===== config.mk =====
export PLATFORM = sky130hd
export DESIGN_NAME = string_literal_unescape_utf8_core
export DESIGN_NICKNAME = d
export VERILOG_FILES = /design/src/sv/slud_pkg.sv /design/src/sv/slud_front.sv /design/src/sv/slud_fifo.sv /design/src/sv/slud_back.sv /design/src/sv/string_literal_unescape_utf8_core.sv
export SDC_FILE = /design/constraint.sdc
export NUM_CORES = 1
export LEC_CHECK = 0
export BUFFER_PORTS_ARGS = -buffer_cell sky130_fd_sc_hd__buf_2
export CAP_MARGIN = 5
export CORE_ASPECT_RATIO = 1.2
export CORE_MARGIN = 2
export CORE_UTILIZATION = 56
export CTS_CLUSTER_SIZE = 30
export DETAILED_ROUTE_END_ITERATION = 10
export PLACE_DENSITY = 0.7
export SETUP_SLACK_MARGIN = 0.3
export SYNTH_ARGS = -nofsm -noshare
export SYNTH_HDL_FRONTEND = slang
export SYNTH_HIERARCHICAL = 1
export SYNTH_SLANG_ARGS = --single-unit

===== constraint.sdc =====
create_clock -name clk_i -period 5.9 [get_ports clk_i]
set_input_delay 0.295 -clock clk_i [delete_from_list [all_inputs] [get_ports clk_i]]
set_output_delay 0.295 -clock clk_i [all_outputs]
set_load 0.03 [all_outputs]

===== src/sv/slud_pkg.sv =====
// Shared types and constants for the string literal unescape / UTF-8 decoder.
// Used by the front decoder, the command queue, the result sequencer and the top level.
`default_nettype none

package slud_pkg;

  // Result kinds as they appear on the output tuser field
  typedef enum logic [1:0] {
    KIND_DATA  = 2'd0,
    KIND_CLOSE = 2'd1,
    KIND_ERROR = 2'd2
  } kind_e;

  localparam int unsigned MaxResults = 5;
  localparam int unsigned MaxUtf8    = 4;

  // Source characters with a structural meaning
  localparam logic [7:0] ChQuote   = 8'h22;
  localparam logic [7:0] ChNewline = 8'h0A;
  localparam logic [7:0] ChBslash  = 8'h5C;
  localparam logic [7:0] ChLowerX  = 8'h78;
  localparam logic [7:0] ChUpperX  = 8'h58;
  localparam logic [7:0] ChLowerU  = 8'h75;
  localparam logic [7:0] ChUpperU  = 8'h55;

  // UTF-8 framing
  localparam logic [7:0] Utf8Lead2 = 8'hC0;
  localparam logic [7:0] Utf8Lead3 = 8'hE0;
  localparam logic [7:0] Utf8Lead4 = 8'hF0;
  localparam logic [7:0] Utf8Cont  = 8'h80;

  // One decoded input item: data bytes in order, then an optional close/error
  typedef struct packed {
    logic [MaxResults-1:0][7:0] bytes;
    logic [2:0]                 n_data;
    logic                       has_tail;
    kind_e                      tail_kind;
  } cmd_t;

endpackage : slud_pkg

`default_nettype wire


===== src/sv/slud_front.sv =====
// Front decoder: accepts source bytes, tracks the escape state, and turns
// each item that yields a result into one queue command. Depends on slud_pkg.
`default_nettype none

module slud_front (
  input  wire logic          clk_i,
  input  wire logic          rst_ni,
  input  wire logic          in_valid_i,
  output logic               in_ready_o,
  input  wire logic [7:0]    ch_i,
  input  wire logic          eos_i,
  input  wire logic          full_i,
  output logic               push_o,
  output slud_pkg::cmd_t     cmd_o
);
  import slud_pkg::*;

  typedef enum logic [2:0] {
    M_PLAIN = 3'd0,
    M_ESC   = 3'd1,
    M_HEX   = 3'd2,
    M_OCT   = 3'd3,
    M_UNI   = 3'd4
  } mode_e;

  mode_e       mode_q, mode_d;
  logic [31:0] accum_q, accum_d;
  logic [3:0]  digits_q, digits_d;
  logic        x_upper_q, x_upper_d;

  logic        accept;
  logic        hex_ok, oct_ok;
  logic [3:0]  hex_d;
  logic [7:0]  hex_tmp;
  logic [31:0] hex_next, oct_next;

  logic        flush_en, plain_en, one_en;
  logic [31:0] flush_val;
  logic [7:0]  one_byte;
  logic [2:0]  fl_n, base;
  logic [MaxResults-1:0][7:0] fl_b;
  logic        tail_en;
  kind_e       tail_kind;

  assign in_ready_o = !full_i;
  assign accept     = in_valid_i && in_ready_o;

  // Digit classification
  always_comb begin
    hex_ok  = 1'b1;
    hex_tmp = 8'h00;
    if (ch_i inside {["0":"9"]}) begin
      hex_tmp = ch_i - 8'h30;
    end else if (ch_i inside {["a":"f"]}) begin
      hex_tmp = ch_i - 8'h57;
    end else if (ch_i inside {["A":"F"]}) begin
      hex_tmp = ch_i - 8'h37;
    end else begin
      hex_ok = 1'b0;
    end
    hex_d    = hex_tmp[3:0];
    oct_ok   = ch_i inside {["0":"7"]};
    hex_next = {accum_q[27:0], hex_d};
    oct_next = {accum_q[28:0], ch_i[2:0]};
  end

  // State update and command classification
  always_comb begin
    mode_d    = mode_q;
    accum_d   = accum_q;
    digits_d  = digits_q;
    x_upper_d = x_upper_q;
    flush_en  = 1'b0;
    flush_val = accum_q;
    plain_en  = 1'b0;
    one_en    = 1'b0;
    one_byte  = ch_i;
    tail_en   = 1'b0;
    tail_kind = KIND_ERROR;

    if (eos_i) begin
      flush_en  = (mode_q != M_ESC);
      tail_en   = 1'b1;
      tail_kind = KIND_ERROR;
      mode_d    = M_PLAIN;
      accum_d   = '0;
      digits_d  = '0;
      x_upper_d = 1'b0;
    end else begin
      case (mode_q)
        M_ESC: begin
          mode_d    = M_PLAIN;
          accum_d   = '0;
          digits_d  = '0;
          x_upper_d = 1'b0;
          case (ch_i)
            "n":     begin one_en = 1'b1; one_byte = 8'h0A; end
            "t":     begin one_en = 1'b1; one_byte = 8'h09; end
            "r":     begin one_en = 1'b1; one_byte = 8'h0D; end
            "a":     begin one_en = 1'b1; one_byte = 8'h07; end
            "b":     begin one_en = 1'b1; one_byte = 8'h08; end
            "f":     begin one_en = 1'b1; one_byte = 8'h0C; end
            "v":     begin one_en = 1'b1; one_byte = 8'h0B; end
            default: begin
              if (ch_i == ChLowerX || ch_i == ChUpperX) begin
                mode_d    = M_HEX;
                x_upper_d = (ch_i == ChUpperX);
              end else if (ch_i == ChLowerU || ch_i == ChUpperU) begin
                mode_d   = M_UNI;
                digits_d = (ch_i == ChLowerU) ? 4'd4 : 4'd8;
              end else if (oct_ok) begin
                mode_d   = M_OCT;
                accum_d  = {29'd0, ch_i[2:0]};
                digits_d = 4'd2;
              end else begin
                one_en = 1'b1;
              end
            end
          endcase
        end
        M_HEX: begin
          if (hex_ok) begin
            accum_d  = hex_next;
            digits_d = 4'd1;
          end else begin
            flush_en = 1'b1;
            plain_en = 1'b1;
          end
        end
        M_OCT: begin
          if (oct_ok && digits_q != 4'd0) begin
            accum_d  = oct_next;
            digits_d = digits_q - 4'd1;
            if (digits_q == 4'd1) begin
              flush_en  = 1'b1;
              flush_val = oct_next;
            end
          end else begin
            flush_en = 1'b1;
            plain_en = 1'b1;
          end
        end
        M_UNI: begin
          if (hex_ok && digits_q != 4'd0) begin
            accum_d  = hex_next;
            digits_d = digits_q - 4'd1;
            if (digits_q == 4'd1) begin
              flush_en  = 1'b1;
              flush_val = hex_next;
            end
          end else begin
            flush_en = 1'b1;
            plain_en = 1'b1;
          end
        end
        default: begin
          plain_en = 1'b1;
        end
      endcase

      // Any flush or plain character returns to the plain body state
      if (flush_en || plain_en) begin
        mode_d    = M_PLAIN;
        accum_d   = '0;
        digits_d  = '0;
        x_upper_d = 1'b0;
      end
      if (plain_en) begin
        if (ch_i == ChQuote) begin
          tail_en   = 1'b1;
          tail_kind = KIND_CLOSE;
        end else if (ch_i == ChNewline) begin
          tail_en   = 1'b1;
          tail_kind = KIND_ERROR;
        end else if (ch_i == ChBslash) begin
          mode_d = M_ESC;
        end else begin
          one_en = 1'b1;
        end
      end
    end
  end

  // Bytes emitted by closing an open escape
  always_comb begin
    fl_b = '0;
    fl_n = 3'd0;
    case (mode_q)
      M_HEX: begin
        fl_n = 3'd1;
        if (digits_q != 4'd0) begin
          fl_b[0] = flush_val[7:0];
        end else begin
          fl_b[0] = x_upper_q ? ChUpperX : ChLowerX;
        end
      end
      M_OCT: begin
        fl_n    = 3'd1;
        fl_b[0] = flush_val[7:0];
      end
      M_UNI: begin
        if (flush_val[31:7] == '0) begin
          fl_n    = 3'd1;
          fl_b[0] = flush_val[7:0];
        end else if (flush_val[31:11] == '0) begin
          fl_n    = 3'd2;
          fl_b[0] = Utf8Lead2 | {3'd0, flush_val[10:6]};
          fl_b[1] = Utf8Cont | {2'd0, flush_val[5:0]};
        end else if (flush_val[31:16] == '0) begin
          fl_n    = 3'd3;
          fl_b[0] = Utf8Lead3 | {4'd0, flush_val[15:12]};
          fl_b[1] = Utf8Cont | {2'd0, flush_val[11:6]};
          fl_b[2] = Utf8Cont | {2'd0, flush_val[5:0]};
        end else begin
          fl_n    = 3'(MaxUtf8);
          fl_b[0] = Utf8Lead4 | flush_val[25:18];
          fl_b[1] = Utf8Cont | {2'd0, flush_val[17:12]};
          fl_b[2] = Utf8Cont | {2'd0, flush_val[11:6]};
          fl_b[3] = Utf8Cont | {2'd0, flush_val[5:0]};
        end
      end
      default: begin
        fl_n = 3'd0;
      end
    endcase
  end

  // Assemble the command: flushed bytes, then the single byte, then the tail
  always_comb begin
    base = flush_en ? fl_n : 3'd0;
    for (int i = 0; i < MaxResults; i++) begin
      cmd_o.bytes[i] = (3'(i) < base) ? fl_b[i] : one_byte;
    end
    cmd_o.n_data    = base + {2'd0, one_en};
    cmd_o.has_tail  = tail_en;
    cmd_o.tail_kind = tail_kind;
    push_o = accept && (flush_en || one_en || tail_en);
  end

  always_ff @(posedge clk_i or negedge rst_ni) begin
    if (!rst_ni) begin
      mode_q    <= M_PLAIN;
      accum_q   <= '0;
      digits_q  <= '0;
      x_upper_q <= 1'b0;
    end else if (accept) begin
      mode_q    <= mode_d;
      accum_q   <= accum_d;
      digits_q  <= digits_d;
      x_upper_q <= x_upper_d;
    end
  end

  a_oct_digits: assert property (@(posedge clk_i) disable iff (!rst_ni)
    mode_q == M_OCT |-> (digits_q == 4'd1 || digits_q == 4'd2))
    else $error("octal escape with no digit budget left");

  a_uni_digits: assert property (@(posedge clk_i) disable iff (!rst_ni)
    mode_q == M_UNI |-> digits_q <= 4'd8)
    else $error("universal name digit count out of range");

  a_cmd_size: assert property (@(posedge clk_i) disable iff (!rst_ni)
    push_o |-> ({1'b0, cmd_o.n_data} + {3'd0, cmd_o.has_tail} <= 4'(MaxResults)))
    else $error("command carries too many results");

endmodule : slud_front

`default_nettype wire


===== src/sv/slud_fifo.sv =====
// Short command queue between the front decoder and the result sequencer.
// Depends on slud_pkg for the command type.
`default_nettype none

module slud_fifo #(
  parameter int unsigned Depth = 2
) (
  input  wire logic      clk_i,
  input  wire logic      rst_ni,
  input  wire logic      push_i,
  input  wire slud_pkg::cmd_t wdata_i,
  input  wire logic      pop_i,
  output slud_pkg::cmd_t rdata_o,
  output logic           full_o,
  output logic           empty_o
);
  import slud_pkg::*;

  localparam int unsigned AW = (Depth > 1) ? $clog2(Depth) : 1;
  localparam int unsigned CW = $clog2(Depth + 1);

  cmd_t          mem_q [Depth];
  logic [AW-1:0] wr_ptr_q, rd_ptr_q;
  logic [CW-1:0] cnt_q;

  assign full_o  = (cnt_q == CW'(Depth));
  assign empty_o = (cnt_q == '0);
  assign rdata_o = mem_q[rd_ptr_q];

  always_ff @(posedge clk_i) begin
    if (push_i) begin
      mem_q[wr_ptr_q] <= wdata_i;
    end
  end

  always_ff @(posedge clk_i or negedge rst_ni) begin
    if (!rst_ni) begin
      wr_ptr_q <= '0;
      rd_ptr_q <= '0;
      cnt_q    <= '0;
    end else begin
      if (push_i) begin
        wr_ptr_q <= (wr_ptr_q == AW'(Depth - 1)) ? '0 : wr_ptr_q + AW'(1);
      end
      if (pop_i) begin
        rd_ptr_q <= (rd_ptr_q == AW'(Depth - 1)) ? '0 : rd_ptr_q + AW'(1);
      end
      if (push_i && !pop_i) begin
        cnt_q <= cnt_q + CW'(1);
      end else if (pop_i && !push_i) begin
        cnt_q <= cnt_q - CW'(1);
      end
    end
  end

  a_no_overflow: assert property (@(posedge clk_i) disable iff (!rst_ni)
    push_i |-> !full_o || pop_i)
    else $error("push into a full command queue");

  a_no_underflow: assert property (@(posedge clk_i) disable iff (!rst_ni)
    pop_i |-> !empty_o)
    else $error("pop from an empty command queue");

endmodule : slud_fifo

`default_nettype wire


===== src/sv/slud_back.sv =====
// Result sequencer: walks the head command one result per cycle, while the
// output is not stalled, into a registered output stage. Depends on slud_pkg.
`default_nettype none

module slud_back (
  input  wire logic        clk_i,
  input  wire logic        rst_ni,
  input  wire slud_pkg::cmd_t head_i,
  input  wire logic        empty_i,
  output logic             pop_o,
  output logic             out_valid_o,
  input  wire logic        out_ready_i,
  output logic [7:0]       out_byte_o,
  output slud_pkg::kind_e  out_kind_o,
  output logic             out_last_o
);
  import slud_pkg::*;

  logic [2:0] idx_q, idx_d;
  logic       vld_q, vld_d;
  logic [7:0] byte_q, byte_d;
  kind_e      kind_q, kind_d;
  logic       last_q, last_d;

  logic       advance;
  logic [2:0] total_m1;
  logic       at_last;

  always_comb begin
    total_m1 = head_i.n_data + {2'd0, head_i.has_tail} - 3'd1;
    at_last  = (idx_q == total_m1);
    advance  = !empty_i && (!vld_q || out_ready_i);
    pop_o    = advance && at_last;

    idx_d  = idx_q;
    vld_d  = vld_q;
    byte_d = byte_q;
    kind_d = kind_q;
    last_d = last_q;
    if (advance) begin
      idx_d  = at_last ? 3'd0 : idx_q + 3'd1;
      vld_d  = 1'b1;
      last_d = at_last;
      if (idx_q < head_i.n_data) begin
        byte_d = head_i.bytes[idx_q];
        kind_d = KIND_DATA;
      end else begin
        byte_d = 8'h00;
        kind_d = head_i.tail_kind;
      end
    end else if (out_ready_i) begin
      vld_d = 1'b0;
    end
  end

  always_ff @(posedge clk_i or negedge rst_ni) begin
    if (!rst_ni) begin
      idx_q <= '0;
      vld_q <= 1'b0;
    end else begin
      idx_q <= idx_d;
      vld_q <= vld_d;
    end
  end

  always_ff @(posedge clk_i) begin
    byte_q <= byte_d;
    kind_q <= kind_d;
    last_q <= last_d;
  end

  assign out_valid_o = vld_q;
  assign out_byte_o  = byte_q;
  assign out_kind_o  = kind_q;
  assign out_last_o  = last_q;

  a_tail_is_last: assert property (@(posedge clk_i) disable iff (!rst_ni)
    vld_q && kind_q != KIND_DATA |-> last_q)
    else $error("close or error result not marked last");

  a_idx_idle: assert property (@(posedge clk_i) disable iff (!rst_ni)
    empty_i |-> idx_q == 3'd0)
    else $error("result index left open with no command queued");

  a_idx_range: assert property (@(posedge clk_i) disable iff (!rst_ni)
    !empty_i |-> idx_q <= total_m1)
    else $error("result index past end of command");

endmodule : slud_back

`default_nettype wire


===== src/sv/string_literal_unescape_utf8_core.sv =====
// Top level of the string literal unescape / UTF-8 decoder.
// Instantiates slud_front, slud_fifo and slud_back; depends on slud_pkg.
//
//  Port group   Dir  tdata               tuser            tlast
//  s_axis_*     in   [7:0] ch            [0] end_of_source  -
//  m_axis_*     out  [7:0] out_byte      [1:0] kind         last
//
// One source byte is accepted per cycle whenever the command queue has room.
// Each byte yields zero to five results; the sequencer emits one result per
// cycle while the output is not stalled, through the single output register
// that it feeds.
// Reset (asynchronous, active low) returns the decoder to the plain body
// state and empties the queue and output stage.
// A stalled output only fills the queue; input is refused once it is full.
`default_nettype none

module string_literal_unescape_utf8_core #(
  parameter int unsigned QueueDepth = 2
) (
  input  wire logic       clk_i,
  input  wire logic       rst_ni,
  // ingress: source bytes
  input  wire logic       s_axis_tvalid,
  output logic            s_axis_tready,
  input  wire logic [7:0] s_axis_tdata,   // [7:0] ch
  input  wire logic       s_axis_tuser,   // [0] end_of_source
  // egress: decoded results
  output logic            m_axis_tvalid,
  input  wire logic       m_axis_tready,
  output logic [7:0]      m_axis_tdata,   // [7:0] out_byte
  output logic [1:0]      m_axis_tuser,   // [1:0] kind
  output logic            m_axis_tlast    // last result of the request
);
  import slud_pkg::*;

  cmd_t  push_cmd, head_cmd;
  logic  push, pop, full, empty;
  kind_e out_kind;

  // Decode and classify each request into at most one command
  slud_front u_front (
    .clk_i      (clk_i),
    .rst_ni     (rst_ni),
    .in_valid_i (s_axis_tvalid),
    .in_ready_o (s_axis_tready),
    .ch_i       (s_axis_tdata),
    .eos_i      (s_axis_tuser),
    .full_i     (full),
    .push_o     (push),
    .cmd_o      (push_cmd)
  );

  // Hold commands so the front can run ahead of a stalled output
  slud_fifo #(
    .Depth (QueueDepth)
  ) u_fifo (
    .clk_i   (clk_i),
    .rst_ni  (rst_ni),
    .push_i  (push),
    .wdata_i (push_cmd),
    .pop_i   (pop),
    .rdata_o (head_cmd),
    .full_o  (full),
    .empty_o (empty)
  );

  // Advance through the head command one result at a time
  slud_back u_back (
    .clk_i       (clk_i),
    .rst_ni      (rst_ni),
    .head_i      (head_cmd),
    .empty_i     (empty),
    .pop_o       (pop),
    .out_valid_o (m_axis_tvalid),
    .out_ready_i (m_axis_tready),
    .out_byte_o  (m_axis_tdata),
    .out_kind_o  (out_kind),
    .out_last_o  (m_axis_tlast)
  );

  assign m_axis_tuser = out_kind;

endmodule : string_literal_unescape_utf8_core

`default_nettype wire


==> reports/qor.yml, run 1 <==
globalplace.congestion: 0.953
syn_area_mm2: 0.00918
grt_max_degree: 70
cts_hold_buf: 1
p_per_area_mw_per_mm2: 374
overflow: 0
clk_latency_ns: 0.43
htreeDepth: 4
grt_pass1_wl_um: 38500
wl_per_cell_um: 21.7
syn_area_per_cell_um2: 10.3
status: "finished clean"
synth-edff-count: 103
vias: 7233
ys_types: 83
wirelength_um: 24100
antenna_found_initial: 0
min_period_ns: 4.75
dr.pass1.iters: 5
arrival_ns: 4.90
clock.fmax_mhz: 211
finalHoldViolations: 0
cts.sinks: 151
drc: 0
placement.io_buffers: 25
ff_latch_area_mm2: 0.00430
cts_buffers: 17
area_growth_pct: 8.67
fin_worst_skew_ns: 0.0103
cp-start-kind: "flop"
ys_ff_latch: 151
fp.dieH_um: 144
grtUsageTotal_pct: 28.7
ys.flop_type: "edfxtp_1"
hpwl_um: 17100
row_count: 51
setup-tns-final_ns: 0
endpoint_kind: "flop"
fin_nets: 910
design_area_mm2: 0.00997
async_flop_share_pct: 31.8
critical_path_class: "reg -> reg"
drive_gt1_share_pct: 17.5
ctsResizeCount: 0
drt_iter0_drc: 688
cts_setup_buffers: 0
drv_cap: 0
antenna_left: 0
path_max_fanout: 19
ys_seq_area_share_pct: 46.8
cts_tree: "yes"
final_max_slew_viol_count: 0
multi_input_area_mm2: 0.00444
die-area_mm2: 0.0174
antennaDiodeCount: 0
leakage_uw: 0.00371
syn_inst: 893
pin_count: 26
coreArea_mm2: 0.0161
worst_pin_slew_ns: 1.13
fin_crit_sh_pct: 80.5
yosys_warnings: 6
root_buffer: "clkbuf_16"
synth_nets: 920
vias_per_cell: 6.53
ir_drop_mv: 0.184
place_area_mm2: 0.00933
setup_viol: 0
die_w_um: 121
path_clk_slew_ns: 0.06
hp-class: "in -> reg"
rsz0062_at_grt: "false"
grt_pass1_vias: 6949
fillCellCount: 1325
critical_path_required_ns: 6.05
clockBufferDepth: 2
slew_headroom_pct: 24.7
start_util_pct: 56.8
==> worst max-delay path, cell delays in order, from the launching register on <==
cell and delay (ns):
dfrtp_1 0.41, inv_1 0.08, ha_1 0.23, or4b_1 0.85
or3_1 0.63, and3_1 0.26, a31oi_1 0.13, a32o_1 0.26
o2111ai_2 0.22, or2_1 0.43, o21ai_1 0.25, a21oi_1 0.12
ha_1 0.24, ha_1 0.19, xnor2_1 0.15
==> logic make-up (layout without fill, tap and decap cells) <==
kind of cell	Yosys count	after routing	synth area share [%]
and+or+nand+nor	285	285	15.3
AOI/OAI and AO/OA	263	263	19.7
DFF	151	151	46.8
buffers and inverters	97	100	5.00
muxes	72	72	10.1
adders and majority gates	14	14	1.91
xor gates and xnor gates	11	11	1.21
==> Yosys cell counts (6+ instances only) <==
cell	instances	area [µm²]
a221oi_1	8	70.1
edfxtp_1	103	3090
xor2_1	6	52.6
o21ai_1	10	50.1
mux2_4	30	450
mux2i_1	10	100
and3_1	11	68.8
buf_2	13	65.1
clkbuf_1	38	143
a22oi_1	37	278
o21ai_0	34	170
nor2_1	71	267
nor3_1	22	110
nand2_1	99	372
ha_1	14	175
a31oi_1	20	125
nand3_1	20	100
a21oi_1	47	235
buf_6	9	101
inv_1	27	101
nand2b_1	10	62.6
o31ai_1	45	338
a21o_1	7	52.6
dfrtp_1	48	1200
o211ai_1	6	45.0
mux2_2	30	338
==> through the flow <==
step	total power [µW]	setup WS (ns)	hold slack, ns	cells	util [%]
2_1_floorplan	2380	1.13	-0.000591	893	-
3_3_place_gp	2550	1.36	0.418	1075	57.8
3_5_place_dp	2600	1.23	0.435	1075	57.8
4_1_cts	3760	1.21	0.157	1108	61.8
5_1_grt	3900	0.841	0.175	1108	61.8
6_report	3730	1.15	0.163	1108	61.8
==> cell usage in the layout (no fill, tap or decap), types with 17 or more instances in the layout <==
master,instances
inv_1,27
buf_2,25
edfxtp_1,103
nand2_1,98
nor3_1,22
o21ai_0,34
nor2_1,71
a22oi_1,37
clkbuf_16,17
dfrtp_1,47
a31oi_1,20
mux2_2,30
nand3_1,20
a21oi_1,46
o31ai_1,45
mux2_4,30
==> path summary, 6_finish.rpt <==
| check | startpoint | slack, ns | endpoint | depth (start not counted) |
|---|---|---|---|---|
| min in group asynchronous | rst_ni | 0.50 | u_front/accum_q[15]$_DFFE_PN0P_ | 3 |
| hold reg to reg | u_fifo/cnt_q[1]$_DFFE_PN0P_ | 0.50 | u_fifo/cnt_q[1]$_DFFE_PN0P_ | 1 |
| setup / recovery | u_front/digits_q[0]$_DFFE_PN0P_ | 1.15 | u_fifo/mem_q[0][5]$_DFFE_PP_ | 14 |
| max in group asynchronous | rst_ni | 4.92 | u_fifo/rd_ptr_q$_DFFE_PN0P_ | 3 |
| hold / removal | m_axis_tready | 0.16 | u_back/out_valid_o$_DFFE_PN0P_ | 3 |
| setup reg to reg | u_front/digits_q[0]$_DFFE_PN0P_ | 1.15 | u_fifo/mem_q[0][5]$_DFFE_PP_ | 14 |
==> layout make-up <==
cell class	count	share of cell area (%)
clock buffer	19	4.34
clock inverter	13	1.95
inverter	29	1.09
multi-input combinational	645	44.5
sequential	151	43.1
tap	212	2.66
timing repair buffer	39	2.33
==> where the power goes <==
part           switching, µW  internal, µW  leakage (µW)  total, µW
clock                    446           715      0.000298       1160
combinational            587           475       0.00180       1060
sequential               146          1370       0.00161       1510
total                   1180          2550       0.00371       3730
==> sequential cells by signal (all words and copies together), names as in the netlist, 2 cells and up <==
name / cells
u_back/out_byte_o: 8
u_front/digits_q: 4
u_front/mode_q: 3
u_front/accum_q: 32
u_back/out_kind_o: 2
u_back/idx_q: 3
u_fifo/mem_q: 92
u_fifo/cnt_q: 2
==> metal layers <==
layer  share of wire, %  vias up  GRT usage, %
met5                  0        -             0
met4                3.4        0          10.5
met3                5.6       67          5.01
met2                 51      307          50.0
met1                 40     3517          35.8
li1                   -     3342             -
(Power assumes the default switching activity.)
==> run 2: changes to the inputs <==
--- a/config.mk
+++ b/config.mk
@@ -5,6 +5,7 @@
 export SDC_FILE = /design/constraint.sdc
 export NUM_CORES = 1
 export LEC_CHECK = 0
+export ABC_AREA = 1
 export BUFFER_PORTS_ARGS = -buffer_cell sky130_fd_sc_hd__buf_2
 export CAP_MARGIN = 5
 export CORE_ASPECT_RATIO = 1.2
@@ -12,7 +13,7 @@
 export CORE_UTILIZATION = 56
 export CTS_CLUSTER_SIZE = 30
 export DETAILED_ROUTE_END_ITERATION = 10
-export PLACE_DENSITY = 0.7
+export PLACE_DENSITY = 0.72
 export SETUP_SLACK_MARGIN = 0.3
 export SYNTH_ARGS = -nofsm -noshare
 export SYNTH_HDL_FRONTEND = slang
==> constraint.sdc (replaced) <==
create_clock -name clk_i -period 4.3 [get_ports clk_i]
set_input_delay 0.215 -clock clk_i [delete_from_list [all_inputs] [get_ports clk_i]]
set_output_delay 0.215 -clock clk_i [all_outputs]
set_load 0.03 [all_outputs]
==> run 2 against run 1 <==
Via count rose by 30%. Flip-flop and latch count unchanged. Total power is 67% higher. Combinational power up 130%. First-iteration DRC count grew 41%. Critical path type unchanged. Largest power group is now combinational cells. Highest routed layer unchanged.
==> reports/qor.yml, run 2 <==
status: "finished clean"  # unchanged
ys_types: 49  # was 83
path_cells: "inv_1 > ha_1 > nand2_2 > inv_2 > buf_4 > nand3_4 > inv_2 > nand2_1 > nand3_1 > nand2_1 > nand2_1 > nand2_1 > nor2_1 > nand2_1 > nor2_4 > nand3_4 > nand2_2 > nand3_4 > inv_1 > ha_1 > ha_1"  # was inv_1 > ha_1 > or4b_1 > or3_1 > and3_1 > a31oi_1 > a32o_1 > o2111ai_2 > or2_1 > o21ai_1 > a21oi_1 > ha_1 > ha_1 > xnor2_1
cts.sinks: 151  # unchanged
min_period_ns: 3.67  # was 4.75 ns
synth-edff-count: 103  # unchanged
endpoint_kind: "flop"  # unchanged
fp.dieH_um: 155  # was 144 µm
pin_count: 26  # unchanged
fin_crit_sh_pct: 85.4  # was 80.5%
synth_compound_area_share_pct: 14.1  # was 19.7%
grt_pass1_vias: 8983  # was 6949
synth_fa_ha_area_share_pct: 1.66  # was 1.91%
vias: 9390  # was 7233
fin_nets: 1353  # was 910
cp-start-kind: "flop"  # unchanged
synthTopCellsByArea: "edfxtp_1 (29%), nand2_1 (13%), dfrtp_1 (11%)"  # was edfxtp_1 (34%), dfrtp_1 (13%), mux2_4 (4.9%)
final_max_slew_viol_count: 0  # unchanged
antenna_left: 0  # unchanged
dr.pass1.iters: 6  # was 5
syn_area_per_cell_um2: 8.04  # was 10.3 µm²
wirelength_um: 29000  # was 24100 µm
fin_worst_skew_ns: 0.0131  # was 0.0103 ns
synth_xor_area_share_pct: 0.580  # was 1.21%
critical_path.most_common_cell: "nand2_1"  # was ha_1
die_w_um: 129  # was 121 µm
placement.io_buffers: 25  # unchanged
arrival_ns: 3.84  # was 4.90 ns
grt_max_degree: 49  # was 70
worst_pin_slew_ns: 0.992  # was 1.13 ns
cp_slowest_cell: "dfrtp_1"  # was or4b_1
slew_headroom_pct: 33.2  # was 24.7%
ys_ff_latch: 151  # unchanged
setup_viol: 0  # unchanged
yosysMostFrequentCell: "nand2_1"  # was edfxtp_1
setup-tns-final_ns: 0  # unchanged
drt_iter0_drc: 969  # was 688
synth.mux.area_fraction_pct: 5.96  # was 10.1%
synth.top_cells.by_count: "nand2_1 (375), inv_1 (160), edfxtp_1 (103)"  # was edfxtp_1 (103), nand2_1 (99), nor2_1 (71)
synth_area_leader_cell: "edfxtp_1"  # unchanged
htreeDepth: 4  # unchanged
fillCellCount: 1675  # was 1325
path_max_fanout: 25  # was 19
antennaDiodeCount: 0  # unchanged
clock.fmax_mhz: 272  # was 211 MHz
drv_cap: 0  # unchanged
die-area_mm2: 0.0200  # was 0.0174 mm²
leakage_uw: 0.00532  # was 0.00371 µW
layout_common_cells: "nand2_1 (373), inv_1 (159), edfxtp_1 (103)"  # was edfxtp_1 (103), nand2_1 (98), nor2_1 (71)
globalplace.congestion: 1.03  # was 0.953
clockBufferDepth: 2  # unchanged
critPathMaxStageDelay_ns: 0.38  # was 0.85 ns
synth_nets: 1343  # was 920
row_count: 55  # was 51
clk_latency_ns: 0.43  # about the same
synth_top_family_by_area: "simple AND/OR/NAND/NOR gates"  # was compound AO/OA/AOI/OAI gates
final_cells: 1595  # was 1108
grtUsageTotal_pct: 29.9  # was 28.7%
yosys_warnings: 6  # unchanged
synthSimpleGateAreaFrac_pct: 26.7  # was 15.3%
drc: 0  # unchanged
overflow: 0  # unchanged
path_clk_slew_ns: 0.07  # was 0.06 ns
ys_seq_area_share_pct: 40.6  # was 46.8%
synth_top_area_share_pct: 29.2  # was 33.7%
vias_per_cell: 5.89  # was 6.53
hp-class: "in -> reg"  # unchanged
ir_drop_mv: 0.322  # was 0.184 mV
cts_buffers: 17  # unchanged
dp_cells: 1562  # was 1075
largest_register_ffs: 92  # unchanged
hpwl_um: 20600  # was 17100 µm
finalHoldViolations: 0  # unchanged
critical_path_required_ns: 4.47  # was 6.05 ns
syn_inst: 1316  # was 893
area_growth_pct: 8.36  # was 8.67%
grt_pass1_wl_um: 46600  # was 38500 µm
fin_ws_ns: 0.629  # was 1.15 ns
antenna_found_initial: 0  # unchanged
start_util_pct: 56.5  # was 56.8%
power.total_uw: 6220  # was 3730 µW
cts_setup_buffers: 0  # unchanged
fin_util_pct: 61.2  # was 61.8%
rsz0062_at_grt: "false"  # unchanged
wl_per_cell_um: 18.2  # was 21.7 µm
drive_gt1_share_pct: 15.9  # was 17.5%
cts_tree: "yes"  # unchanged
coreArea_mm2: 0.0187  # was 0.0161 mm²
layout_commonest_cell: "nand2_1"  # was edfxtp_1
regMostFlops: "u_fifo/mem_q"  # unchanged
critical_path_class: "reg -> reg"  # unchanged
p_per_area_mw_per_mm2: 542  # was 374 mW/mm²
ys.flop_type: "edfxtp_1"  # unchanged
pre_cts_ws_ns: 0.637  # was 1.23 ns
root_buffer: "clkbuf_16"  # unchanged
syn_area_mm2: 0.0106  # was 0.00918 mm²
async_flop_share_pct: 31.8  # unchanged
run 2: cell count changes after synthesis, sizes merged, moves of 16 or more:
cell / delta
inv: +150
a22oi: -35
a221oi: +16
nand2: +300
nand3: +76
o21ai: +43
clkbuf: -21
a211oi: +26
o31ai: -43
nor3: -16
a31oi: -17
buf: +17
nand4: +24
run 2: cells by family after synthesis:
kind of cell,Yosys count
AO/OA/AOI/OAI,234
XOR/XNOR,7
adder cells (fa/ha/maj),14
buffers and inverters,245
flip-flops,151
multiplexers,46
AND/OR/NAND/NOR,619
run 2: stage by stage:
stage | hold WS (ns) | area, µm²
after floorplan | -0.0806 | 10600
after global placement | 0.367 | 10900
after detailed placement | 0.375 | 10900
after CTS | 0.0122 | 11500
after global routing | 0.0393 | 11500
final | 0.0281 | 11500
run 2: worst max-delay path, delay by kind of cell, from the launching register on:
kind | cells | cell delay (ns)
adder cells (fa/ha/maj) | 3 | 0.53
buffers and inverters | 5 | 1.00
AND/OR/NAND/NOR | 13 | 1.48
flip-flops | 1 | 0.38
run 2: power by group:
group | internal [µW] | leakage [µW] | total, µW | switching, µW
Sequential | 1960 | 0.00159 | 2240 | 275
Combinational | 893 | 0.00345 | 2460 | 1570
Clock | 895 | 0.000286 | 1510 | 619
Total | 3750 | 0.00532 | 6220 | 2470
run 2: per-layer routing:
layer  global-route usage (%)  routed length, µm
met1                     36.1              11400
met2                     51.8              14700
met3                     4.84               1730
met4                     13.9               1210
met5                        0                  0
run 2: cell type report:
type                    instances  area [µm²]  share of cell area (%)
multi-input cells             920        5200                    45.4
flip-flops and latches        151        4300                    37.5
inverters                     181         683                    5.96
clock buffers                  20         457                    3.98
repair buffers                 55         365                    3.19
well taps                     256         320                    2.79
clock inverters                12         140                    1.22
run 2: worst paths after layout:
kind	from	slack, ns	cells past startpoint	to
worst min register to register	u_back/out_valid_o$_DFFE_PN0P_	0.49	2	u_back/out_valid_o$_DFFE_PN0P_
max in group asynchronous	rst_ni	3.35	3	u_fifo/rd_ptr_q$_DFFE_PN0P_
worst max-delay path	u_front/digits_q[1]$_DFFE_PN0P_	0.63	21	u_fifo/mem_q[1][4]$_DFFE_PP_
worst max register to register	u_front/digits_q[1]$_DFFE_PN0P_	0.63	21	u_fifo/mem_q[1][4]$_DFFE_PP_
min in group asynchronous	rst_ni	0.44	3	u_front/accum_q[28]$_DFFE_PN0P_
worst min-delay path	m_axis_tready	0.03	4	u_back/out_valid_o$_DFFE_PN0P_
run 2: what timing repair did:
action / 4_1_cts / 5_1_grt
hold buffers: 1 / 0
hold endpoints to repair: 48 / 0
setup endpoints to repair: 0 / 6
resized for setup: 0 / 1
